**config.mk**
```make
export PLATFORM = sky130hd
export DESIGN_NAME = nearest_free_core_allocator
export DESIGN_NICKNAME = d
export VERILOG_FILES = /design/src/rtl/nfca_pkg.sv /design/src/rtl/nfca_ctrl.sv /design/src/rtl/nfca_dp.sv /design/src/rtl/nearest_free_core_allocator.sv
export SDC_FILE = /design/constraint.sdc
export NUM_CORES = 2
export LEC_CHECK = 0
export BUFFER_PORTS_ARGS = -buffer_cell sky130_fd_sc_hd__buf_2
export CAP_MARGIN = 20
export CORE_UTILIZATION = 58
export CTS_CLUSTER_SIZE = 24
export DETAILED_ROUTE_END_ITERATION = 8
export GPL_ROUTABILITY_DRIVEN = 0
export HOLD_SLACK_MARGIN = 0.05
export PLACE_DENSITY = 0.72
export SKIP_LAST_GASP = 1
export SLEW_MARGIN = 10
export SYNTH_ARGS = -nofsm -noshare
export SYNTH_HDL_FRONTEND = slang
export SYNTH_HIERARCHICAL = 1
export SYNTH_SLANG_ARGS = --single-unit
```
**constraint.sdc**
```tcl
create_clock -name clk -period 18.2 [get_ports clk]
set_input_delay 2.73 -clock clk [delete_from_list [all_inputs] [get_ports clk]]
set_output_delay 2.73 -clock clk [all_outputs]
set_load 0.01 [all_outputs]
```
**src/rtl/nfca_pkg.sv**
```systemverilog
`default_nettype none
package nfca_pkg;

  localparam int DEF_MAX_CORES = 64;
  localparam int DEF_MAX_SMT   = 4;

  localparam int OP_W    = 2;
  localparam int ID_W    = 8;
  localparam int CORES_W = 7;
  localparam int SMT_W   = 3;
  localparam int LOAD_W  = 8;
  localparam int ADDR_W  = 3;

  localparam logic [OP_W-1:0] OP_CLEAR   = 2'd0;
  localparam logic [OP_W-1:0] OP_RESERVE = 2'd1;
  localparam logic [OP_W-1:0] OP_ALLOC   = 2'd2;
  localparam logic [OP_W-1:0] OP_NOP     = 2'd3;

  localparam logic REG_CORES = 1'b0;
  localparam logic REG_SMT   = 1'b1;

  localparam logic [CORES_W-1:0] CORES_RESET = 7'd64;
  localparam logic [SMT_W-1:0]   SMT_RESET   = 3'd1;

  // scan kinds
  localparam logic [1:0] SCAN_CORE = 2'd0;  // nearest free core
  localparam logic [1:0] SCAN_FREE = 2'd1;  // nearest idle hyperthread
  localparam logic [1:0] SCAN_MIN  = 2'd2;  // least-loaded hyperthread

  typedef struct packed {
    logic       accept;
    logic       clr_step;
    logic       div_step;
    logic       scan_init;
    logic       scan_run;
    logic [1:0] scan_mode;
    logic       res_write;
    logic       claim;
    logic       prb_rd;
    logic       prb_chk;
    logic       bump;
    logic       load_out;
  } nfca_cmd_t;

  typedef struct packed {
    logic [OP_W-1:0] op;
    logic            clr_last;
    logic            div_last;
    logic            scan_done;
    logic            got;
    logic            probe_hit;
  } nfca_sts_t;

endpackage
`default_nettype wire

```
**src/rtl/nfca_ctrl.sv**
```systemverilog
`default_nettype none
module nfca_ctrl (
  input  wire logic                        clk,
  input  wire logic                        rst,
  input  wire logic                        s_tvalid,
  input  wire logic [nfca_pkg::OP_W-1:0]   s_opcode,
  output logic                             s_tready,
  output logic                             m_tvalid,
  input  wire logic                        m_tready,
  output nfca_pkg::nfca_cmd_t              cmd,
  input  wire nfca_pkg::nfca_sts_t         sts
);

  localparam logic [3:0] S_INIT    = 4'd0;
  localparam logic [3:0] S_IDLE    = 4'd1;
  localparam logic [3:0] S_CLR     = 4'd2;
  localparam logic [3:0] S_DIV     = 4'd3;
  localparam logic [3:0] S_RES     = 4'd4;
  localparam logic [3:0] S_SCAN1   = 4'd5;
  localparam logic [3:0] S_CLAIM   = 4'd6;
  localparam logic [3:0] S_PRB_RD  = 4'd7;
  localparam logic [3:0] S_PRB_CHK = 4'd8;
  localparam logic [3:0] S_SCAN2   = 4'd9;
  localparam logic [3:0] S_SCAN3   = 4'd10;
  localparam logic [3:0] S_BUMP    = 4'd11;
  localparam logic [3:0] S_FIN     = 4'd12;

  logic [3:0] state;
  logic [3:0] state_next;
  logic       out_valid;

  assign s_tready = (state == S_IDLE);
  assign m_tvalid = out_valid;

  always_comb begin
    state_next = state;
    cmd = '0;
    cmd.scan_mode = nfca_pkg::SCAN_CORE;
    case (state)
      S_INIT: begin
        cmd.clr_step = 1'b1;
        if (sts.clr_last) state_next = S_IDLE;
      end
      S_IDLE: begin
        if (s_tvalid) begin
          cmd.accept = 1'b1;
          case (s_opcode)
            nfca_pkg::OP_CLEAR:   state_next = S_CLR;
            nfca_pkg::OP_RESERVE: state_next = S_DIV;
            nfca_pkg::OP_ALLOC:   state_next = S_DIV;
            default:              state_next = S_FIN;
          endcase
        end
      end
      S_CLR: begin
        cmd.clr_step = 1'b1;
        if (sts.clr_last) state_next = S_FIN;
      end
      S_DIV: begin
        cmd.div_step = 1'b1;
        if (sts.div_last) begin
          if (sts.op == nfca_pkg::OP_RESERVE) begin
            state_next = S_RES;
          end else begin
            cmd.scan_init = 1'b1;
            state_next = S_SCAN1;
          end
        end
      end
      S_RES: begin
        cmd.res_write = 1'b1;
        state_next = S_FIN;
      end
      S_SCAN1: begin
        cmd.scan_run = 1'b1;
        cmd.scan_mode = nfca_pkg::SCAN_CORE;
        if (sts.scan_done) begin
          if (sts.got) begin
            state_next = S_CLAIM;
          end else begin
            cmd.scan_init = 1'b1;
            state_next = S_SCAN2;
          end
        end
      end
      S_CLAIM: begin
        cmd.claim = 1'b1;
        state_next = S_PRB_RD;
      end
      S_PRB_RD: begin
        cmd.prb_rd = 1'b1;
        state_next = S_PRB_CHK;
      end
      S_PRB_CHK: begin
        cmd.prb_chk = 1'b1;
        state_next = sts.probe_hit ? S_BUMP : S_PRB_RD;
      end
      S_SCAN2: begin
        cmd.scan_run = 1'b1;
        cmd.scan_mode = nfca_pkg::SCAN_FREE;
        if (sts.scan_done) begin
          if (sts.got) begin
            state_next = S_BUMP;
          end else begin
            cmd.scan_init = 1'b1;
            state_next = S_SCAN3;
          end
        end
      end
      S_SCAN3: begin
        cmd.scan_run = 1'b1;
        cmd.scan_mode = nfca_pkg::SCAN_MIN;
        if (sts.scan_done) state_next = S_BUMP;
      end
      S_BUMP: begin
        cmd.bump = 1'b1;
        state_next = S_FIN;
      end
      S_FIN: begin
        if (!out_valid || m_tready) begin
          cmd.load_out = 1'b1;
          state_next = S_IDLE;
        end
      end
      default: state_next = S_IDLE;
    endcase
  end

  always_ff @(posedge clk) begin
    if (rst) begin
      state <= S_INIT;
      out_valid <= 1'b0;
    end else begin
      state <= state_next;
      if (cmd.load_out) out_valid <= 1'b1;
      else if (m_tready) out_valid <= 1'b0;
    end
  end

endmodule
`default_nettype wire

```
**src/rtl/nfca_dp.sv**
```systemverilog
`default_nettype none
module nfca_dp #(
  parameter int MAX_CORES = nfca_pkg::DEF_MAX_CORES,
  parameter int MAX_SMT   = nfca_pkg::DEF_MAX_SMT
) (
  input  wire logic                           clk,
  input  wire logic                           rst,
  input  wire logic [nfca_pkg::ID_W-1:0]      base_in,
  input  wire logic [nfca_pkg::OP_W-1:0]      op_in,
  input  wire logic [nfca_pkg::CORES_W-1:0]   cores_in_use,
  input  wire logic [nfca_pkg::SMT_W-1:0]     threads_per_core,
  input  wire nfca_pkg::nfca_cmd_t            cmd,
  output nfca_pkg::nfca_sts_t                 sts,
  output logic [nfca_pkg::ID_W-1:0]           m_tdata,
  output logic [0:0]                          m_tuser
);

  localparam int MAX_HW = MAX_CORES * MAX_SMT;
  localparam int HW_AW  = (MAX_HW > 1) ? $clog2(MAX_HW) : 1;
  localparam int HW_CW  = $clog2(MAX_HW + 1);
  localparam int CA_W   = (MAX_CORES > 1) ? $clog2(MAX_CORES) : 1;
  localparam int CW     = nfca_pkg::CORES_W;
  localparam int TW     = nfca_pkg::SMT_W;
  localparam int LW     = nfca_pkg::LOAD_W;
  localparam int IW     = nfca_pkg::ID_W;

  logic          core_mem [MAX_CORES];
  logic [LW-1:0] load_mem [MAX_HW];
  logic          core_rd;
  logic [LW-1:0] load_rd;

  logic [nfca_pkg::OP_W-1:0] op;
  logic [IW-1:0]    base;
  logic [CW-1:0]    c_eff;
  logic [TW-1:0]    t_eff;
  logic [HW_CW-1:0] nhw;
  logic             in_range;

  // home core = base mod C, one quotient bit per step
  logic [7:0] rem;
  logic [2:0] dcnt;
  logic [7:0] trial;

  logic [HW_AW-1:0] clr_cnt;

  logic [HW_CW-1:0] idx;
  logic [HW_CW-1:0] idx_q;
  logic [HW_CW-1:0] limit;
  logic [CW-1:0]    qc;
  logic [CW-1:0]    qc_q;
  logic             vld_q;
  logic [8:0]       bd;
  logic             got;
  logic [CA_W-1:0]  best_c;
  logic [HW_AW-1:0] best_h;
  logic [LW-1:0]    best_load;
  logic [7:0]       qv;
  logic [7:0]       delta;

  logic [HW_AW-1:0] paddr;
  logic [TW-1:0]    p;
  logic             hit;

  logic             core_we;
  logic [CA_W-1:0]  core_wa;
  logic             core_wd;
  logic             load_we;
  logic [HW_AW-1:0] load_wa;
  logic [LW-1:0]    load_wd;
  logic [HW_AW-1:0] load_ra;

  logic [IW-1:0]    res_thread;
  logic             res_found;

  always_comb begin
    if (cores_in_use == '0) c_eff = CW'(1);
    else if (int'(cores_in_use) > MAX_CORES) c_eff = CW'(MAX_CORES);
    else c_eff = cores_in_use;
    if (threads_per_core == '0) t_eff = TW'(1);
    else if (int'(threads_per_core) > MAX_SMT) t_eff = TW'(MAX_SMT);
    else t_eff = threads_per_core;
  end

  assign nhw      = HW_CW'(int'(c_eff) * int'(t_eff));
  assign in_range = int'(base) < int'(nhw);

  always_comb begin
    trial = {rem[6:0], base[3'd7 - dcnt]};
    if (trial >= {1'b0, c_eff}) trial = trial - {1'b0, c_eff};
  end

  assign limit = (cmd.scan_mode == nfca_pkg::SCAN_CORE) ? HW_CW'(c_eff) : nhw;
  assign qv    = (cmd.scan_mode == nfca_pkg::SCAN_CORE) ? 8'(idx_q) : 8'(qc_q);
  assign delta = (rem > qv) ? (rem - qv) : (qv - rem);
  assign hit   = (load_rd == '0) || (p == t_eff - TW'(1));

  assign sts.op        = op;
  assign sts.clr_last  = (clr_cnt == HW_AW'(MAX_HW - 1));
  assign sts.div_last  = (dcnt == 3'd7);
  assign sts.scan_done = (idx == limit) && !vld_q;
  assign sts.got       = got;
  assign sts.probe_hit = hit;

  always_ff @(posedge clk) begin
    if (rst) begin
      clr_cnt <= '0;
    end else if (cmd.clr_step) begin
      clr_cnt <= sts.clr_last ? '0 : clr_cnt + HW_AW'(1);
    end
  end

  always_ff @(posedge clk) begin
    if (cmd.accept) begin
      op   <= op_in;
      base <= base_in;
      rem  <= '0;
      dcnt <= '0;
    end else if (cmd.div_step) begin
      rem  <= trial;
      dcnt <= dcnt + 3'd1;
    end
  end

  // scan: issue a read at idx, judge the entry in the next cycle
  always_ff @(posedge clk) begin
    if (cmd.scan_init) begin
      idx   <= '0;
      qc    <= '0;
      vld_q <= 1'b0;
      bd    <= '1;
      got   <= 1'b0;
    end else if (cmd.scan_run) begin
      if (idx != limit) begin
        vld_q <= 1'b1;
        idx_q <= idx;
        qc_q  <= qc;
        idx   <= idx + HW_CW'(1);
        qc    <= (qc == c_eff - CW'(1)) ? '0 : qc + CW'(1);
      end else begin
        vld_q <= 1'b0;
      end
      if (vld_q) begin
        case (cmd.scan_mode)
          nfca_pkg::SCAN_CORE: begin
            if (!core_rd && ({1'b0, delta} <= bd)) begin
              bd     <= {1'b0, delta};
              best_c <= CA_W'(idx_q);
              got    <= 1'b1;
            end
          end
          nfca_pkg::SCAN_FREE: begin
            if ((load_rd == '0) && ({1'b0, delta} <= bd)) begin
              bd        <= {1'b0, delta};
              best_h    <= HW_AW'(idx_q);
              best_load <= '0;
              got       <= 1'b1;
            end
          end
          nfca_pkg::SCAN_MIN: begin
            if ({1'b0, load_rd} <= bd) begin
              bd        <= {1'b0, load_rd};
              best_h    <= HW_AW'(idx_q);
              best_load <= load_rd;
            end
          end
          default: ;
        endcase
      end
    end else if (cmd.claim) begin
      paddr <= HW_AW'(best_c);
      p     <= '0;
    end else if (cmd.prb_chk) begin
      if (hit) begin
        best_h    <= paddr;
        best_load <= load_rd;
      end else begin
        paddr <= paddr + HW_AW'(c_eff);
        p     <= p + TW'(1);
      end
    end
  end

  always_comb begin
    core_we = 1'b0;
    core_wa = best_c;
    core_wd = 1'b1;
    if (cmd.clr_step) begin
      core_we = int'(clr_cnt) < MAX_CORES;
      core_wa = CA_W'(clr_cnt);
      core_wd = 1'b0;
    end else if (cmd.res_write) begin
      core_we = in_range;
      core_wa = CA_W'(rem);
    end else if (cmd.claim) begin
      core_we = 1'b1;
    end
  end

  always_comb begin
    load_we = 1'b0;
    load_wa = best_h;
    load_wd = (best_load == '1) ? best_load : best_load + LW'(1);
    if (cmd.clr_step) begin
      load_we = 1'b1;
      load_wa = clr_cnt;
      load_wd = '0;
    end else if (cmd.res_write) begin
      load_we = in_range;
      load_wa = HW_AW'(base);
      load_wd = LW'(1);
    end else if (cmd.bump) begin
      load_we = 1'b1;
    end
  end

  assign load_ra = cmd.prb_rd ? paddr : HW_AW'(idx);

  always_ff @(posedge clk) begin
    if (core_we) core_mem[core_wa] <= core_wd;
    core_rd <= core_mem[CA_W'(idx)];
  end

  always_ff @(posedge clk) begin
    if (load_we) load_mem[load_wa] <= load_wd;
    load_rd <= load_mem[load_ra];
  end

  always_comb begin
    case (op)
      nfca_pkg::OP_CLEAR: begin
        res_thread = '0;
        res_found  = 1'b1;
      end
      nfca_pkg::OP_RESERVE: begin
        res_thread = base;
        res_found  = in_range;
      end
      nfca_pkg::OP_ALLOC: begin
        res_thread = IW'(best_h);
        res_found  = 1'b1;
      end
      default: begin
        res_thread = '0;
        res_found  = 1'b0;
      end
    endcase
  end

  always_ff @(posedge clk) begin
    if (cmd.load_out) begin
      m_tdata <= res_thread;
      m_tuser <= res_found;
    end
  end

endmodule
`default_nettype wire

```
**src/rtl/nearest_free_core_allocator.sv**
```systemverilog
// nearest_free_core_allocator: places software threads onto hardware threads.
// slave stream: s_tuser = opcode (clear, reserve, allocate, no-op),
//   s_tdata = base hardware thread id. master stream: m_tdata = chosen or
//   echoed thread id, m_tuser = found flag. apb port: cores_in_use at 0x0,
//   threads_per_core at 0x4, written by the user only while the block is idle;
//   the block itself does not enforce this.
// one transaction at a time; the next input is taken once the result sits in
// the output register, so a stalled receiver holds only that one result.
// an allocate finds the home core with the bit-serial remainder (8 steps), then
// scans the busy bits for the nearest free core; if one is found it claims it
// and probes that core's hyperthreads, up to threads_per_core probes, for an
// idle or its last one; else it scans the loads for the nearest idle, and then
// the least-loaded, hyperthread. the scans read one busy bit or load count per
// cycle from a memory with one read port.
// after reset the load and busy memories are swept to zero, one entry per
// cycle through all MAX_CORES*MAX_SMT entries, with s_tready low; config
// writes are still taken.
`default_nettype none
module nearest_free_core_allocator #(
  parameter int MAX_CORES = nfca_pkg::DEF_MAX_CORES,
  parameter int MAX_SMT   = nfca_pkg::DEF_MAX_SMT
) (
  input  wire logic                          clk,
  input  wire logic                          rst,
  input  wire logic                          s_tvalid,
  output logic                               s_tready,
  input  wire logic [nfca_pkg::ID_W-1:0]     s_tdata,   // [7:0] base_id
  input  wire logic [nfca_pkg::OP_W-1:0]     s_tuser,   // [1:0] opcode
  output logic                               m_tvalid,
  input  wire logic                          m_tready,
  output logic [nfca_pkg::ID_W-1:0]          m_tdata,   // [7:0] assigned_thread
  output logic [0:0]                         m_tuser,   // [0] found
  input  wire logic                          psel,
  input  wire logic                          penable,
  input  wire logic                          pwrite,
  input  wire logic [nfca_pkg::ADDR_W-1:0]   paddr,
  input  wire logic [31:0]                   pwdata,
  output logic [31:0]                        prdata,
  output logic                               pready
);

  logic [nfca_pkg::CORES_W-1:0] cores_in_use;
  logic [nfca_pkg::SMT_W-1:0]   threads_per_core;
  logic                         wr_en;
  nfca_pkg::nfca_cmd_t          cmd;
  nfca_pkg::nfca_sts_t          sts;

  assign pready = 1'b1;
  assign wr_en  = psel && penable && pwrite && pready;

  always_ff @(posedge clk) begin
    if (rst) begin
      cores_in_use     <= nfca_pkg::CORES_RESET;
      threads_per_core <= nfca_pkg::SMT_RESET;
    end else if (wr_en) begin
      case (paddr[2])
        nfca_pkg::REG_CORES: cores_in_use <= pwdata[nfca_pkg::CORES_W-1:0];
        nfca_pkg::REG_SMT:   threads_per_core <= pwdata[nfca_pkg::SMT_W-1:0];
        default: ;
      endcase
    end
  end

  always_comb begin
    case (paddr[2])
      nfca_pkg::REG_CORES: prdata = 32'(cores_in_use);
      nfca_pkg::REG_SMT:   prdata = 32'(threads_per_core);
      default:             prdata = '0;
    endcase
  end

  nfca_ctrl u_ctrl (
    .clk      (clk),
    .rst      (rst),
    .s_tvalid (s_tvalid),
    .s_opcode (s_tuser),
    .s_tready (s_tready),
    .m_tvalid (m_tvalid),
    .m_tready (m_tready),
    .cmd      (cmd),
    .sts      (sts)
  );

  nfca_dp #(
    .MAX_CORES (MAX_CORES),
    .MAX_SMT   (MAX_SMT)
  ) u_dp (
    .clk              (clk),
    .rst              (rst),
    .base_in          (s_tdata),
    .op_in            (s_tuser),
    .cores_in_use     (cores_in_use),
    .threads_per_core (threads_per_core),
    .cmd              (cmd),
    .sts              (sts),
    .m_tdata          (m_tdata),
    .m_tuser          (m_tuser)
  );

  // a finished result never overwrites one still waiting
  a_no_overwrite: assert property (@(posedge clk) disable iff (rst)
    cmd.load_out |-> (!m_tvalid || m_tready))
    else $error("result register overwritten while full");

  // datapath operations never overlap
  a_one_op: assert property (@(posedge clk) disable iff (rst)
    $onehot0({cmd.clr_step, cmd.div_step, cmd.scan_run, cmd.res_write,
              cmd.claim, cmd.prb_rd, cmd.prb_chk, cmd.bump, cmd.load_out}))
    else $error("overlapping datapath operations");

  // one item in flight at a time
  a_single_item: assert property (@(posedge clk) disable iff (rst)
    cmd.accept |=> !s_tready)
    else $error("second transaction taken while busy");

endmodule
`default_nettype wire
```
==> impl_results.md <==
* Routed len/inst at 29.0 um
* Internal at 10.6 mW
* Primary FF master, synth: edfxtp_1
* Setup bufs post-CTS at 0
* Final Critical Period at 7.39 ns
* R2R cell count at 14
* Reg2reg setup slack at 10.81 ns
* Net switching power at 5.71 mW
* Root buffer cell: clkbuf_16
* Routed vias at 54258
* PostCTS Resize Cnt at 0
* Sw Ratio at 35.0%
* Clock skew at 0.0449 ns
* Period utilization at 40.6%
* Drt initial violations at 7095
* Post-synthesis async set-or-reset flop share at 0%
* Worst hold endpoint: u_dp/bd[3]
* Share of cells above drive strength 1 at 16.4%
* Worst ir drop on vdd at 164 uV
* DIE WIDTH at 401 um
* Max-cap violation count at 0
* Number of remaining DRC errors at 0
* Layout Nets at 6101
* Max FO, Critical Path at 84
* Overall routing resource usage at 29.5%
* Run status: complete, no violations
* Worst Setup Start Kind: flip-flop
* Cts hold-fix bufs at 0
* Non-Filler Instances at 8224
* Static leakage at 33.6 nW
* Total Power at 16.3 mW
* Worst Setup End Kind: flip-flop
* CTS clk-pin slew, worst paths at 0.07 ns
* Hold Crit Start: u_dp/bd[3]
* Initial Util at 58.4%
* Worst EP required at 18.87 ns
* Comb power frac at 31.9%
* Final Hold Fails at 0
* Number of global-route vias before repair at 53031
* Antenna viol nets, final at 0
* Pwr dens at 158 nW/um^2
* Hold Crit Depth at 1
* Die Height at 401 um
* CTS tree: done
* H-Tree Depth at 4
* Port bufs at 42
* Yosys Warn Count at 6
* RSZ-0062 raised after global routing: no
* Die area at 161000 um^2
* TritonRoute pass-1 iters at 8
* Setup tns final at 0 ns
* Slew margin rel. at 12.2%
* Routed vias/inst at 6.60
* Worst r2r src: u_ctrl/state[2]
* # setup viols final at 0
* Util after Layout at 65.0%
* FP Rows at 146
* Cell total after placement at 7797
* Mapped Area at 92600 um^2
* Clock Power Share at 27.2%
* I/O pin cnt at 96
* Clock latency on the worst-skew pair at 0.85 ns
* Post-Route WL at 238 mm
* Data arrival time of the worst path at 8.06 ns
* Worst R2R End: u_dp/load_rd[0]
* Register area share after synthesis at 72.2%
* Syn-to-layout area delta at 11.2%
* #FFs+latches synth at 2249
* Max Clock Freq at 135 MHz
* Post-detail-place hpwl at 142 mm
* Unique masters post-synth at 100
* Num CTS Buffers at 216
* First-pass GRT wire length at 349 mm
* WS Path Type: reg2reg
* Sequential power share at 40.9%
* Cells after Synth at 5844
* Hold Crit Class: reg2reg
* Worst slew pin tran at 1.32 ns
* Filler cells at 10602
* Post-synth EDFFs at 2179
* Grt ovf at 0
* Clk buf depth at 3
* Largest net degree at the start of global routing at 257
* Syn avg cell area at 15.8 um^2
* Slew Limit Fails at 0
* # clock sinks at 2249
* Initial antenna violation count at 12
* Total core area at 158000 um^2
## per-stage QoR
step                      hold WS (ns)  area [um^2]  setup WS (ns)
after floorplan                  0.403        92600           4.21
after global placement           0.448        95700          10.90
after detailed placement         0.451        95700          10.86
after CTS                        0.465       103000          10.82
after global routing             0.484       103000          10.33
final                            0.475       103000          10.81
## synthesized netlist by cell type (all sizes together), types with 16 or more instances
master	count	share of area, %
nand3	224	1.2
inv	75	0.30
mux4	303	7.4
a21oi	175	0.95
o21ai	76	0.41
and2	16	0.11
a31oi	85	0.57
nand2b	36	0.24
nor3	31	0.17
edfxtp	2179	71
mux2	29	0.36
buf	201	1.3
o221ai	29	0.27
a211oi	22	0.20
xnor2	24	0.24
and3	18	0.12
mux2i	225	2.4
nor4	146	0.99
a32oi	17	0.16
o21a	18	0.15
ha	75	1.0
nor2b	34	0.23
clkbuf	165	0.67
xor2	29	0.27
nand4	111	0.77
nand2	795	3.2
o22ai	41	0.28
nor2	332	1.3
a22oi	78	0.63
dfxtp	70	1.5
## registers in the layout, summed over array words and instances (netlist names), 2 cells and up
| register | count |
|---|---|
| u_dp/load_rd | 8 |
| u_dp/dcnt | 3 |
| u_dp/m_tdata | 8 |
| u_dp/op | 2 |
| u_dp/bd | 9 |
| u_dp/load_mem | 2048 |
| u_dp/base | 8 |
| u_dp/idx | 9 |
| u_dp/p | 3 |
| u_dp/qc_q | 7 |
| u_dp/rem | 8 |
| u_dp/paddr | 8 |
| u_dp/best_c | 6 |
| cores_in_use | 7 |
| u_dp/idx_q | 8 |
| u_dp/core_mem | 64 |
| u_dp/clr_cnt | 8 |
| u_dp/best_h | 8 |
| u_dp/qc | 7 |
| u_ctrl/state | 4 |
| u_dp/best_load | 8 |
| threads_per_core | 3 |
## area by class of cell
cell class | instances | area [um^2] | area share, %
clock buffer | 277 | 5760 | 5.59
clock inverter | 126 | 1250 | 1.21
tap | 2072 | 2590 | 2.52
multi-input combinational | 3178 | 24400 | 23.7
timing repair buffer | 244 | 1830 | 1.78
inverter | 75 | 282 | 0.274
sequential | 2249 | 66800 | 64.9
antenna | 3 | 7.51 | 0.00729
## placed cells by master (no fill, tap or decap), types with 12 or more instances in the layout
cell | synthesis | routed
o22ai_1 | 40 | 40
and2_1 | 15 | 15
buf_4 | 53 | 176
o21a_1 | 18 | 18
nand4_1 | 108 | 108
xor2_1 | 29 | 29
ha_1 | 75 | 75
a21oi_1 | 175 | 173
a211oi_1 | 19 | 17
a2111oi_0 | 14 | 14
clkbuf_1 | 165 | 52
clkinv_2 | 0 | 44
nor2b_1 | 34 | 33
a31oi_1 | 85 | 85
bufinv_16 | 0 | 20
nand2b_1 | 36 | 36
a32oi_1 | 17 | 17
nor2_1 | 331 | 319
mux4_2 | 303 | 303
o21ai_0 | 66 | 65
xnor2_1 | 23 | 23
a21o_1 | 15 | 14
o221ai_1 | 29 | 29
dfxtp_1 | 70 | 69
mux2i_1 | 224 | 221
clkinv_1 | 0 | 42
clkbuf_16 | 0 | 219
edfxtp_1 | 2179 | 2179
buf_2 | 125 | 47
nand3_1 | 224 | 224
nor3_1 | 30 | 30
a22oi_1 | 78 | 78
nor4_2 | 0 | 61
conb_1 | 2 | 26
nor4_1 | 146 | 85
o31ai_1 | 12 | 12
and3_1 | 18 | 18
nand2_1 | 793 | 793
mux2_2 | 28 | 27
inv_1 | 73 | 73
## power by group through the flow
stage / clock (mW) / combinational (mW) / sequential [mW]
floorplan: 0 / 3.26 / 6.93
global placement: 0 / 4.97 / 6.75
detailed placement: 0 / 5.08 / 6.76
CTS: 4.47 / 5.10 / 6.65
global route: 4.66 / 5.47 / 6.66
finish: 4.43 / 5.20 / 6.65
## worst max-delay path, stage by stage, from the launching register on
cell and delay, ns:
dfxtp_1 0.57, or2b_2 0.44, nor2_4 0.10, buf_4 0.47, mux2_8 0.70, buf_4 0.75, buf_12 0.56, buf_4 0.71
buf_4 0.66, nand2_1 0.36, a21oi_1 0.21, nor3_1 0.08, nand3_1 0.20, nand4_1 0.33, nor4_1 0.78
## how the worst max path moves through the flow
stage	endpoint	depth (start not counted)	startpoint
floorplan	u_dp/load_mem[0][7]	6	u_ctrl/state[0]
global placement	u_dp/load_rd[0]	14	u_ctrl/state[2]
detailed placement	u_dp/load_rd[0]	14	u_ctrl/state[2]
CTS	u_dp/load_rd[0]	14	u_ctrl/state[2]
global route	u_dp/load_rd[0]	14	u_ctrl/state[2]
finish	u_dp/load_rd[0]	14	u_ctrl/state[2]
## cell families (layout without fill, tap and decap cells)
family,count (synthesis),in the layout,share of synthesized area (%)
compound gates,657,657,4.74
fa+ha+maj,85,85,1.23
simple gates,1800,1800,8.90
buf+inv,441,722,2.24
other cells,2,29,0.00811
mux,557,557,10.2
flops,2249,2249,72.2
xor+xnor,53,53,0.510
## per-layer routing
metal / part of all wire (%) / GRT usage [%] / vias up
met3: 11 / 6.54 / 571
met2: 46 / 45.0 / 3233
met4: 4.3 / 12.3 / 18
met1: 38 / 41.3 / 27378
li1: - / - / 23058
met5: 0.071 / 0 / -
Power figures use the tool's default switching activity.
